## src/psra_pkg.sv

```systemverilog
// Shared widths and request codes for the power state residency accumulator.
// No dependencies.
package psra_pkg;

  localparam int REQ_W   = 3;
  localparam int PROC_W  = 1;
  localparam int EVENT_W = 2;
  localparam int STATE_W = 3;
  localparam int TIME_W  = 32;

  typedef enum logic [REQ_W-1:0] {
    REQ_CHANGE    = 3'd0,
    REQ_SET_STATE = 3'd1,
    REQ_LOG_EN    = 3'd2,
    REQ_READOUT   = 3'd3,
    REQ_ADD       = 3'd4,
    REQ_CLEAR     = 3'd5,
    REQ_SET_ENTRY = 3'd6
  } req_code_t;

endpackage

```

## src/psra_req_if.sv

```systemverilog
// Request channel: valid/ready handshake carrying one request item.
// Depends on psra_pkg.
interface psra_req_if import psra_pkg::*; ();
  logic               valid;
  logic               ready;
  logic [REQ_W-1:0]   req_type;
  logic [PROC_W-1:0]  proc_index;
  logic [EVENT_W-1:0] event_index;
  logic [STATE_W-1:0] new_state;
  logic [TIME_W-1:0]  cur_time;
  logic [TIME_W-1:0]  amount;
  logic               enable_flag;
  logic               all_events;

  modport source (
    output valid, req_type, proc_index, event_index, new_state, cur_time, amount,
           enable_flag, all_events,
    input  ready
  );
  modport sink (
    input  valid, req_type, proc_index, event_index, new_state, cur_time, amount,
           enable_flag, all_events,
    output ready
  );
endinterface

```

## src/psra_rsp_if.sv

```systemverilog
// Readout channel: valid/ready handshake carrying one accumulator item.
// Depends on psra_pkg.
interface psra_rsp_if import psra_pkg::*; ();
  logic               valid;
  logic               ready;
  logic [PROC_W-1:0]  entry_proc;
  logic [EVENT_W-1:0] entry_event;
  logic [STATE_W-1:0] entry_state;
  logic [TIME_W-1:0]  duration;
  logic               last_entry;

  modport source (
    output valid, entry_proc, entry_event, entry_state, duration, last_entry,
    input  ready
  );
  modport sink (
    input  valid, entry_proc, entry_event, entry_state, duration, last_entry,
    output ready
  );
endinterface

```

## src/power_state_residency_accumulator_core.sv

```systemverilog
// Top level of the power state residency accumulator.
// Depends on psra_pkg, psra_req_if, psra_rsp_if and psra_ram.
//
// Usage:
//   req carries one request item per valid/ready handshake; rsp carries the
//   accumulator items of a readout, one per handshake, the final one marked
//   by last_entry. Only readout produces items.
// Timing:
//   One request is processed at a time; req.ready is high only while idle.
//   Set state, clear, set entry, ignored codes and add or change to an
//   unused slot end in the execute state; add then reads and writes the
//   accumulator; change reads the stamp, reads and writes the accumulator
//   when time is credited, then writes the stamp. Log enable sweeps the
//   stamp memory, one event per cycle. Readout first credits time for each
//   event in turn, then reads, loads and hands over each accumulator item,
//   waiting for rsp.ready on each.
// Reset:
//   Synchronous rst clears all states, flags, stamps and accumulators at
//   once through per-entry valid bits; no clearing pass is needed.
// Stall:
//   An emitted item stays in the output register until rsp.ready; the
//   readout pauses meanwhile and no request is taken until it completes.
module power_state_residency_accumulator_core import psra_pkg::*; #(
  parameter int NUM_PROCS  = 2,
  parameter int NUM_EVENTS = 4,
  parameter int NUM_STATES = 8
) (
  input logic        clk,
  input logic        rst,
  psra_req_if.sink   req,
  psra_rsp_if.source rsp
);

  localparam int EV_SLOTS  = NUM_PROCS * NUM_EVENTS;
  localparam int ACC_SLOTS = EV_SLOTS * NUM_STATES;
  localparam int EV_W      = (EV_SLOTS > 1) ? $clog2(EV_SLOTS) : 1;
  localparam int ACC_W     = $clog2(ACC_SLOTS);
  localparam int P_W       = (NUM_PROCS > 1) ? $clog2(NUM_PROCS) : 1;

  typedef enum logic [3:0] {
    S_IDLE,
    S_EXEC,
    S_STAMP,
    S_TRD,
    S_TDATA,
    S_AWR,
    S_ERD,
    S_ELOAD,
    S_EWAIT
  } state_t;

  state_t             state;
  req_code_t          req_q;
  logic [STATE_W-1:0] ns_q;
  logic [TIME_W-1:0]  time_q;
  logic [TIME_W-1:0]  amount_q;
  logic               en_q;
  logic               all_q;
  logic               ok_q;
  logic [EV_W-1:0]    ev_slot_q;
  logic [ACC_W-1:0]   acc_addr_q;
  logic [TIME_W-1:0]  addend_q;
  logic [P_W-1:0]     p_cnt;
  logic [EVENT_W-1:0] e_cnt;
  logic [STATE_W-1:0] s_cnt;

  logic [STATE_W-1:0] cur_state [EV_SLOTS];
  logic [EV_SLOTS-1:0]  log_en;
  logic [EV_SLOTS-1:0]  frozen;
  logic [EV_SLOTS-1:0]  time_vld;
  logic [ACC_SLOTS-1:0] acc_vld;

  logic               rsp_valid;
  logic [PROC_W-1:0]  rsp_proc;
  logic [EVENT_W-1:0] rsp_event;
  logic [STATE_W-1:0] rsp_state;
  logic [TIME_W-1:0]  rsp_duration;
  logic               rsp_last;

  logic               t_we;
  logic [EV_W-1:0]    t_waddr;
  logic [TIME_W-1:0]  t_wdata;
  logic [EV_W-1:0]    t_raddr;
  logic [TIME_W-1:0]  t_rdata;
  logic               a_we;
  logic [ACC_W-1:0]   a_waddr;
  logic [TIME_W-1:0]  a_wdata;
  logic [ACC_W-1:0]   a_raddr;
  logic [TIME_W-1:0]  a_rdata;

  logic               in_accept;
  logic               in_ok;
  logic [EV_W-1:0]    in_slot;
  logic [STATE_W-1:0] slot_state;
  logic               ns_ok;
  logic               cur_ok;
  logic               credit;
  logic [ACC_W-1:0]   req_acc;
  logic [ACC_W-1:0]   credit_acc;
  logic [TIME_W-1:0]  time_val;
  logic [TIME_W-1:0]  acc_val;
  logic               ev_done;
  logic               ev_last;
  logic               acc_last;

  psra_ram #(.WIDTH(TIME_W), .DEPTH(EV_SLOTS)) u_time_ram (
    .clk  (clk),
    .we   (t_we),
    .waddr(t_waddr),
    .wdata(t_wdata),
    .raddr(t_raddr),
    .rdata(t_rdata)
  );

  psra_ram #(.WIDTH(TIME_W), .DEPTH(ACC_SLOTS)) u_acc_ram (
    .clk  (clk),
    .we   (a_we),
    .waddr(a_waddr),
    .wdata(a_wdata),
    .raddr(a_raddr),
    .rdata(a_rdata)
  );

  assign req.ready       = (state == S_IDLE);
  assign in_accept       = req.valid && req.ready;
  assign rsp.valid       = rsp_valid;
  assign rsp.entry_proc  = rsp_proc;
  assign rsp.entry_event = rsp_event;
  assign rsp.entry_state = rsp_state;
  assign rsp.duration    = rsp_duration;
  assign rsp.last_entry  = rsp_last;

  assign in_ok = (int'(req.proc_index) < NUM_PROCS) && (int'(req.event_index) < NUM_EVENTS);
  assign in_slot = EV_W'(int'(req.proc_index) * NUM_EVENTS + int'(req.event_index));

  assign slot_state = cur_state[ev_slot_q];
  assign ns_ok      = int'(ns_q) < NUM_STATES;
  assign cur_ok     = int'(slot_state) < NUM_STATES;
  assign req_acc    = ACC_W'(int'(ev_slot_q) * NUM_STATES + int'(ns_q));
  assign credit_acc = ACC_W'(int'(ev_slot_q) * NUM_STATES + int'(slot_state));
  assign credit     = cur_ok && log_en[ev_slot_q] &&
                      ((req_q == REQ_CHANGE) || !frozen[ev_slot_q]);
  assign time_val   = time_vld[ev_slot_q] ? t_rdata : '0;
  assign acc_val    = acc_vld[acc_addr_q] ? a_rdata : '0;
  assign ev_last    = (int'(ev_slot_q) == EV_SLOTS - 1);
  assign acc_last   = (int'(acc_addr_q) == ACC_SLOTS - 1);

  always_comb begin
    t_we    = 1'b0;
    t_waddr = ev_slot_q;
    t_wdata = time_q;
    t_raddr = ev_slot_q;
    a_we    = 1'b0;
    a_waddr = acc_addr_q;
    a_wdata = acc_val + addend_q;
    a_raddr = acc_addr_q;
    ev_done = 1'b0;
    case (state)
      S_EXEC: begin
        a_raddr = req_acc;
        a_waddr = req_acc;
        case (req_q)
          REQ_CLEAR: begin
            a_we    = ok_q && ns_ok;
            a_wdata = '0;
          end
          REQ_SET_ENTRY: begin
            a_we    = ok_q && ns_ok;
            a_wdata = amount_q;
          end
          default: ;
        endcase
      end
      S_STAMP: t_we = 1'b1;
      S_TDATA: begin
        if (credit) begin
          a_raddr = credit_acc;
        end else begin
          t_we    = 1'b1;
          ev_done = 1'b1;
        end
      end
      S_AWR: begin
        a_we = 1'b1;
        if (req_q != REQ_ADD) begin
          t_we    = 1'b1;
          ev_done = 1'b1;
        end
      end
      default: ;
    endcase
  end

  always_ff @(posedge clk) begin
    if (rst) begin
      state     <= S_IDLE;
      rsp_valid <= 1'b0;
      log_en    <= '0;
      frozen    <= '0;
      time_vld  <= '0;
      acc_vld   <= '0;
      for (int i = 0; i < EV_SLOTS; i++) begin
        cur_state[i] <= '0;
      end
    end else begin
      if (t_we) begin
        time_vld[t_waddr] <= 1'b1;
      end
      if (a_we) begin
        acc_vld[a_waddr] <= 1'b1;
      end
      case (state)
        S_IDLE: begin
          if (in_accept) begin
            req_q     <= req_code_t'(req.req_type);
            ns_q      <= req.new_state;
            time_q    <= req.cur_time;
            amount_q  <= req.amount;
            en_q      <= req.enable_flag;
            all_q     <= req.all_events;
            ok_q      <= in_ok;
            ev_slot_q <= in_slot;
            state     <= S_EXEC;
          end
        end
        S_EXEC: begin
          case (req_q)
            REQ_CHANGE: begin
              if (ok_q) begin
                state <= S_TRD;
              end else begin
                state <= S_IDLE;
              end
            end
            REQ_SET_STATE: begin
              if (ok_q) begin
                cur_state[ev_slot_q] <= ns_q;
              end
              state <= S_IDLE;
            end
            REQ_LOG_EN: begin
              if (all_q) begin
                log_en <= {EV_SLOTS{en_q}};
              end else if (ok_q) begin
                log_en[ev_slot_q] <= en_q;
              end
              ev_slot_q <= '0;
              state     <= S_STAMP;
            end
            REQ_READOUT: begin
              ev_slot_q <= '0;
              state     <= S_TRD;
            end
            REQ_ADD: begin
              if (ok_q && ns_ok) begin
                acc_addr_q <= req_acc;
                addend_q   <= amount_q;
                state      <= S_AWR;
              end else begin
                state <= S_IDLE;
              end
            end
            REQ_SET_ENTRY: begin
              if (ok_q && ns_ok) begin
                frozen[ev_slot_q] <= 1'b1;
              end
              state <= S_IDLE;
            end
            default: state <= S_IDLE;
          endcase
        end
        S_STAMP: begin
          if (ev_last) begin
            state <= S_IDLE;
          end else begin
            ev_slot_q <= ev_slot_q + 1'b1;
          end
        end
        S_TRD: state <= S_TDATA;
        S_TDATA: begin
          if (credit) begin
            acc_addr_q <= credit_acc;
            addend_q   <= time_q - time_val;
            state      <= S_AWR;
          end
        end
        S_AWR: begin
          if (req_q == REQ_ADD) begin
            state <= S_IDLE;
          end
        end
        S_ERD: state <= S_ELOAD;
        S_ELOAD: begin
          rsp_valid           <= 1'b1;
          rsp_proc            <= p_cnt[PROC_W-1:0];
          rsp_event           <= e_cnt;
          rsp_state           <= s_cnt;
          rsp_duration        <= acc_val;
          rsp_last            <= acc_last;
          acc_vld[acc_addr_q] <= 1'b0;
          state               <= S_EWAIT;
        end
        S_EWAIT: begin
          if (rsp.ready) begin
            rsp_valid <= 1'b0;
            if (acc_last) begin
              state <= S_IDLE;
            end else begin
              acc_addr_q <= acc_addr_q + 1'b1;
              state      <= S_ERD;
              if (int'(s_cnt) == NUM_STATES - 1) begin
                s_cnt <= '0;
                if (int'(e_cnt) == NUM_EVENTS - 1) begin
                  e_cnt <= '0;
                  p_cnt <= p_cnt + 1'b1;
                end else begin
                  e_cnt <= e_cnt + 1'b1;
                end
              end else begin
                s_cnt <= s_cnt + 1'b1;
              end
            end
          end
        end
        default: state <= S_IDLE;
      endcase
      if (ev_done) begin
        if (req_q == REQ_CHANGE) begin
          cur_state[ev_slot_q] <= ns_q;
          state                <= S_IDLE;
        end else if (ev_last) begin
          acc_addr_q <= '0;
          p_cnt      <= '0;
          e_cnt      <= '0;
          s_cnt      <= '0;
          state      <= S_ERD;
        end else begin
          ev_slot_q <= ev_slot_q + 1'b1;
          state     <= S_TRD;
        end
      end
    end
  end

endmodule

```

## src/psra_ram.sv

```systemverilog
// Generic simple dual-port RAM: one write port, one read port, registered read.
// No dependencies.
module psra_ram #(
  parameter int WIDTH = 32,
  parameter int DEPTH = 64
) (
  input  logic                                     clk,
  input  logic                                     we,
  input  logic [((DEPTH > 1) ? $clog2(DEPTH) : 1)-1:0] waddr,
  input  logic [WIDTH-1:0]                         wdata,
  input  logic [((DEPTH > 1) ? $clog2(DEPTH) : 1)-1:0] raddr,
  output logic [WIDTH-1:0]                         rdata
);

  logic [WIDTH-1:0] mem [DEPTH];

  always_ff @(posedge clk) begin
    if (we) begin
      mem[waddr] <= wdata;
    end
    rdata <= mem[raddr];
  end

endmodule
```

## src/flat_wrapper.sv

```systemverilog
// flat-port wrapper written by rule: the top's interface ports become plain ports
module power_state_residency_accumulator_core_flat import psra_pkg::*;
#(
  parameter int NUM_PROCS  = 2,
  parameter int NUM_EVENTS = 4,
  parameter int NUM_STATES = 8
)
  (clk, rst, req_valid, req_req_type, req_proc_index, req_event_index, req_new_state, req_cur_time, req_amount, req_enable_flag, req_all_events, req_ready, rsp_valid, rsp_entry_proc, rsp_entry_event, rsp_entry_state, rsp_duration, rsp_last_entry, rsp_ready);
  psra_req_if req_i ();
  psra_rsp_if rsp_i ();
  input logic clk;
  input logic rst;
  input wire logic [$bits(req_i.valid)-1:0] req_valid;
  input wire logic [$bits(req_i.req_type)-1:0] req_req_type;
  input wire logic [$bits(req_i.proc_index)-1:0] req_proc_index;
  input wire logic [$bits(req_i.event_index)-1:0] req_event_index;
  input wire logic [$bits(req_i.new_state)-1:0] req_new_state;
  input wire logic [$bits(req_i.cur_time)-1:0] req_cur_time;
  input wire logic [$bits(req_i.amount)-1:0] req_amount;
  input wire logic [$bits(req_i.enable_flag)-1:0] req_enable_flag;
  input wire logic [$bits(req_i.all_events)-1:0] req_all_events;
  output wire logic [$bits(req_i.ready)-1:0] req_ready;
  output wire logic [$bits(rsp_i.valid)-1:0] rsp_valid;
  output wire logic [$bits(rsp_i.entry_proc)-1:0] rsp_entry_proc;
  output wire logic [$bits(rsp_i.entry_event)-1:0] rsp_entry_event;
  output wire logic [$bits(rsp_i.entry_state)-1:0] rsp_entry_state;
  output wire logic [$bits(rsp_i.duration)-1:0] rsp_duration;
  output wire logic [$bits(rsp_i.last_entry)-1:0] rsp_last_entry;
  input wire logic [$bits(rsp_i.ready)-1:0] rsp_ready;
  assign req_i.valid = req_valid;
  assign req_i.req_type = req_req_type;
  assign req_i.proc_index = req_proc_index;
  assign req_i.event_index = req_event_index;
  assign req_i.new_state = req_new_state;
  assign req_i.cur_time = req_cur_time;
  assign req_i.amount = req_amount;
  assign req_i.enable_flag = req_enable_flag;
  assign req_i.all_events = req_all_events;
  assign req_ready = req_i.ready;
  assign rsp_valid = rsp_i.valid;
  assign rsp_entry_proc = rsp_i.entry_proc;
  assign rsp_entry_event = rsp_i.entry_event;
  assign rsp_entry_state = rsp_i.entry_state;
  assign rsp_duration = rsp_i.duration;
  assign rsp_last_entry = rsp_i.last_entry;
  assign rsp_i.ready = rsp_ready;
  power_state_residency_accumulator_core #(.NUM_PROCS(NUM_PROCS), .NUM_EVENTS(NUM_EVENTS), .NUM_STATES(NUM_STATES)) u_core (.clk(clk), .rst(rst), .req(req_i), .rsp(rsp_i));
endmodule
```

## config.mk

```make
export PLATFORM = sky130hd
export DESIGN_NAME = power_state_residency_accumulator_core_flat
export DESIGN_NICKNAME = d
export VERILOG_FILES = /design/src/psra_pkg.sv /design/src/psra_req_if.sv /design/src/psra_rsp_if.sv /design/src/power_state_residency_accumulator_core.sv /design/src/psra_ram.sv /design/src/flat_wrapper.sv
export SDC_FILE = /design/constraint.sdc
export NUM_CORES = 2
export LEC_CHECK = 0
export BUFFER_PORTS_ARGS = -buffer_cell sky130_fd_sc_hd__buf_2
export CORE_ASPECT_RATIO = 1.2
export CORE_MARGIN = 2
export CORE_UTILIZATION = 63
export DETAILED_ROUTE_END_ITERATION = 12
export PLACE_DENSITY = 0.76
export SKIP_CTS_REPAIR_TIMING = 1
export SYNTH_ARGS = -nofsm -noshare
export SYNTH_HDL_FRONTEND = slang
export SYNTH_SLANG_ARGS = --single-unit
```

## constraint.sdc

```tcl
create_clock -name clk -period 10.7 [get_ports clk]
set_input_delay 0 -clock clk [delete_from_list [all_inputs] [get_ports clk]]
set_output_delay 0 -clock clk [all_outputs]
set_load 0.005 [all_outputs]
```

==> Word level (Yosys, flattened, before mapping) <==
Memories as Yosys holds them, arrays and structs flattened. A register that Yosys moved wholly into a read port is not among the register bits.
Cells that the tools add are included.
{ "classes": {"magnitude_cmp": 6, "div_mod_pow": 0, "bitwise_logic": 7, "shifts": 0, "mul": 0, "n_eq_ne": 27, "muxes": 104, "n_addsub": 10, "n_reduce_logical": 22} }
{ "op_table": {"columns": ["operator", "n"], "rows": [
  ["$mux W64", 3],
  ["$mux W32", 5],
  ["$pmux W32 S2", 2],
  ["$and A64 B64 Y64", 1],
  ["$not A64 Y64", 1],
  ["$or A64 B64 Y64", 1],
  ["$mux W3", 19],
  ["$mux W6", 8],
  ["$pmux W4 S9", 1],
  ["$mux W1", 34],
  ["$add A32 B32 Y32", 1],
  ["$sub A32 B32 Y32", 1],
  ["$mux W4", 7],
  ["$pmux W3 S3", 2],
  ["$pmux W6 S3", 1],
  ["$eq A4 B3 Y1 const B", 4],
  ["$mux W2", 8],
  ["$or A8 B8 Y8", 2],
  ["$lt A6 B7 Y1 const B", 2],
  ["$add A6 B3 Y6", 2],
  ["$demux W1 S6", 2],
  ["$ge A6 B1 Y1 const B", 2],
  ["$pmux W6 S2", 1],
  ["$bmux W1 S3", 3],
  ["40 further kinds", 63]
]} }
{ "totals": {"latchBits": 0, "romBits": 0, "register_bits": 251, "memories": 3, "wordCells": 202, "in_bits": 79, "ram_bits": 2328} }
{ "mem_list": {"columns": ["name", "words", "width", "rd", "rd_clocked_by_memory_dff", "write_ports", "line_no", "rtl"], "rows": [
  ["u_core.u_acc_ram.mem", 64, 32, 1, 1, 1, "psra_ram.sv:15", "logic [WIDTH-1:0] mem [DEPTH];"],
  ["u_core.u_time_ram.mem", 8, 32, 1, 1, 1, "psra_ram.sv:15", null],
  ["u_core.cur_state", 8, 3, 1, 1, 8, "power_state_residency_accumulator_core.sv:67", "logic [STATE_W-1:0] cur_state [EV_SLOTS];"]
]} }

==> Logic depth before layout (Yosys ltp) <==
{ "logic_depth": {"word_depth": 13, "depth_mapped": 22} }

==> Modules after synthesis <==
A second synthesis with hierarchy kept.
{ "unflattened": {"hier_cells": 5527, "area_unflattened_um2": 105472.4} }
{ "modules_own_cells": {"columns": ["mod", "area_each_um2", "n_inst", "cells_each", "seq_area_each_um2"], "rows": [
  ["psra_ram at u_core.u_acc_ram", 79039.6, 1, 3511, 62139.6],
  ["power_state_residency_accumulator_core", 15966.6, 1, 1601, 7387.1],
  ["psra_ram at u_core.u_time_ram", 10466.3, 1, 415, 8328.0]
]} }

==> Worst setup path before layout <==
No wires, ideal clock.
{ "synth_timing": {"path_kind": "register to register", "from": "register u_core.acc_addr_q[1]", "to": "memory u_core.u_acc_ram.mem[0][29] (data pin)", "required_ns": 9.999, "path_buffers": 2, "t_arrival_ns": 7.168, "stages_incl_launch_ff": 21, "slack_ns": 2.831, "setup_ns": 0.701, "path_cell_list": "edfxtp_1 > clkbuf_1 > inv_2 > nor3_1 > a222oi_1 > a41oi_1 > o221ai_1 > a31oi_1 > clkbuf_1 > and2_1 > ha_1 > a21o_1 > a21o_1 > a21oi_1 > o311a_1 > or4_1 > a31oi_1 > a21o_1 > a21oi_1 > xor2_1 > o21ai_0"} }
{ "synth_via": {"elab_chain_cells": 6} }
{ "synth_lines": {"columns": ["element", "line_no", "rtl"], "rows": [
  ["start, declared", "power_state_residency_accumulator_core.sv:61", "logic [ACC_W-1:0] acc_addr_q;"],
  ["start signal, assigned", "power_state_residency_accumulator_core.sv:256", "acc_addr_q <= req_acc;"],
  ["start signal, assigned", "power_state_residency_accumulator_core.sv:282", "acc_addr_q <= credit_acc;"],
  ["start signal, assigned", "power_state_residency_accumulator_core.sv:309", "acc_addr_q <= acc_addr_q + 1'b1;"],
  ["$bmux W1 S6 (*)", "power_state_residency_accumulator_core.sv:144", "assign acc_val = acc_vld[acc_addr_q] ? a_rdata : '0;"],
  ["$mux W1 (implied by the code) (*)", "power_state_residency_accumulator_core.sv:144", null],
  ["$mux W32 (*)", "power_state_residency_accumulator_core.sv:144", null],
  ["net u_core.acc_val[1]", "power_state_residency_accumulator_core.sv:101", "logic [TIME_W-1:0] acc_val;"],
  ["$add A32 B32 Y32 (*)", "power_state_residency_accumulator_core.sv:155", "a_wdata = acc_val + addend_q;"],
  ["$pmux W32 S2", "power_state_residency_accumulator_core.sv:162", "case (req_q)"],
  ["$mux W32 (*)", "power_state_residency_accumulator_core.sv:158", "case (state)"],
  ["net u_core.a_wdata[29]", "power_state_residency_accumulator_core.sv:87", "logic [TIME_W-1:0] a_wdata;"],
  ["end, declared", "psra_ram.sv:15", null]
]} }
The timed path passes the listed nets; every way through them passes the cells marked *. The select of a mux whose other input is x is not followed.

==> Final worst setup path <==
{ "layout_timing": {"from": "register u_core.acc_addr_q[1]", "to": "memory u_core.u_acc_ram.mem[8][31] (data pin)"} }
The elaborated chain is that of the path after synthesis.

==> run_results.csv <==
group,metric,value,unit
placed_design,gp_congestion,0.9511,
layout,fin_util,71.61,%
global_route,grt_pass1_wl,394.7,mm
synthesis,syn_area,103100,µm²
worst_setup_path,cp.required,11.30,ns
drt,drcViolationCount,0,
clock_network,cts-root-buf,"clkbuf_16",
layout,drive_above_1_share,16.64,%
power,p_leak,38.53,nW
synthesis,post-synth-top-area-fraction,72.38,%
drt,dr_wl_met3,32.90,mm
sta,final_hold_viol_count,0,
global_route,grt_pass1_vias,56580,
layout,multi_input_area,24850,µm²
drt,routed_wirelength,284.0,mm
worst_setup_path,cp_max_fo,38,
sta,finalCritPeriodShare,70.95,%
synthesis,yosys-top-cells-count,"edfxtp_1, mux2i_1, nor2_1",
synthesis,syn_nets,6081,
sta,holdWs,0.2114,ns
drt,route.met2.wl,133.6,mm
die,core,162600,µm²
synthesis,yosysWarnings,0,
layout,layoutNonFillerInstCount,8662,
sta,max_clock_freq,0.1317,GHz
sta,min_period,7.592,ns
layout,regArea,77850,µm²
flow_run,cap_violations,0,
sta,layout_setup_ws,3.108,ns
placed_design,place_inst,8037,
die,dieWidth,373.4,µm
global_route,antenna_found_initial,26,
sta,finalClockSkew,0.05064,ns
die,fp.dieH,447.2,µm
global_route,grt_start_max_net_pins,139,
synthesis,synth-seq-cells,2646,
drt,viasPerCell,6.866,
synthesis,synth_ff_type,"edfxtp_1",
drt,top_layer_used,"met5",
sta,slew_viol_final,0,
synthesis,synth_edf_count,2486,
clock_network,cts_max_level,4,
drt,detail_route.wirelength.met1,101.5,mm
layout,area_growth,12.87,%
clock_network,cts.sinks,2646,
clock_network,cts_tree,"done",
die,num_rows,162,
sta,setup_viol,0,
placed_design,port_buffers,119,
global_route,overflow,0,
power,p_per_area,222.5,nW/µm²
die,initial_core_util,63.44,%
drt,routedWlPerCell,32.79,µm
die,ios,120,
drt,drt_first_pass_iters,6,
synthesis,syn_inst,5931,
synthesis,synth_area_leaders,"edfxtp_1, mux4_2, mux2i_1",
layout,fillers,9665,
clock_network,clk_pin_slew,0.07,ns
synthesis,synth_most_common_cell,"edfxtp_1",
die,dieArea,167000,µm²
sta,rsz0062_at_grt,"false",
clock_network,cts_made_buffers,229,
worst_setup_path,startpoint_type,"flop",
synthesis,yosysTopAreaCell,"edfxtp_1",
sta,worstMarginPinSlew,1.286,ns
layout,nets,6438,
placed_design,hpwlAfterDp,159.7,mm
placed_design,pre_cts_ws,3.087,ns
worst_setup_path,arrival,8.19,ns
clock_network,cts_buffer_depth,3,
sta,slew_headroom,14.24,%
drt,first_iter_violations,8442,
clock_network,clkLatencyLatePin,0.90,ns
drt,ant_nets,0,
power,peakVddDrop,0.0002173,V
synthesis,synth.distinct_cells,76,
hold_path,min_path_type,"in2reg",
synthesis,ys_seq_area_share,75.49,%
synthesis,synth_area_per_cell,17.39,µm²
global_route,grt_use_total,33.23,%
drt,vias,59470,
sta,fin_tns_setup,0,ns
outcome,outcome,"complete, no violations",
worst_setup_path,crit_type,"reg2reg",
synthesis,synthArstFlopShare,0,%
worst_setup_path,crit_path_end_kind,"flop",
-- area by class of cell --
cell class	instances	share of cell area (%)
repair buffers	447	3.001
inverters	30	0.09673
clock inverters	127	1.044
diodes	40	0.08598
clock buffers	306	5.258
multi-input cells	2934	21.35
flip-flops and latches	2646	66.88
well taps	2132	2.291
-- routing by layer --
metal  track usage, %  up-vias
met1            44.08    30320
met5                0        -
met4            16.59       14
met2            52.29     3961
met3            7.947      656
li1                 -    24520
-- power by group --
part	internal [mW]	switching (mW)	total, mW	leakage, nW
clock network	4.44	3.71	8.15	3.57
logic	1.32	3.44	4.75	11.2
registers	12.8	0.207	13.0	23.7
-- path summary, 6_finish.rpt --
path	start	to	slack, ns	cells past startpoint
setup / recovery	u_core.acc_addr_q[1]	u_core.u_acc_ram.mem[8][31]	3.11	20
hold / removal	rsp_ready	u_core.rsp.valid	0.21	4
setup reg to reg	u_core.acc_addr_q[1]	u_core.u_acc_ram.mem[8][31]	3.11	20
hold reg to reg	u_core.u_time_ram.mem[6][5]	u_core.u_time_ram.rdata[5]	0.47	2
-- stage by stage --
step	power (mW)	cell area [µm²]
finish	25.90	116400
global route	26.55	116400
global placement	17.62	107400
floorplan	15.91	103100
CTS	25.74	114800
detailed placement	17.77	107400
-- registers in the layout (all words and copies together) (netlist names), 8 cells and up, named ones only --
name / cells
u_core.u_acc_ram.mem: 2048
u_core.rsp.duration: 32
u_core.amount_q: 32
u_core.log_en: 8
u_core.u_acc_ram.rdata: 32
u_core.frozen: 8
u_core.cur_state: 24
u_core.addend_q: 32
u_core.acc_vld: 64
u_core.t_wdata: 32
u_core.u_time_ram.rdata: 32
u_core.time_vld: 8
u_core.u_time_ram.mem: 256
-- cells by family (layout without fill, tap and decap cells) --
kind of cell	count (synthesis)	count (layout)	share of synthesized area [%]
other	0	40	0
DFF	2646	2646	75.49
and+or+nand+nor	1059	1059	4.536
adders and majority gates	71	71	0.8759
buffers and inverters	351	910	1.402
xor gates and xnor gates	56	56	0.4756
muxes	712	712	10.51
AOI/OAI and AO/OA	1036	1036	6.715
-- critical path, stage by stage (launching register included) --
cell,delay (ns)
edfxtp_1,0.87
nand2_1,0.18
nor2_1,0.92
a221oi_1,0.26
a221oi_1,0.35
a311oi_1,0.13
a31oi_2,0.19
buf_4,0.33
and2_1,0.21
ha_1,0.30
a21o_1,0.18
a21o_1,0.18
a21oi_1,0.33
o311a_1,0.33
or4_1,0.19
a31oi_1,0.17
a31o_2,0.31
a2111oi_0,0.50
or4_1,0.20
nand3_2,0.63
buf_16,0.44
-- layout by cell type, fill, tap and decap left out, types with 80 or more instances in the layout --
cell type	n
nor2_1	287
buf_2	119
o21ai_0	176
buf_4	173
nand3_1	145
mux4_2	294
a21oi_1	136
dlygate4sd3_1	151
o22ai_1	163
a211oi_1	80
nand2_1	335
a22oi_1	178
dfxtp_1	160
edfxtp_1	2486
mux2i_1	399
clkbuf_16	230
Note: power is estimated with default switching activity, not from simulation.
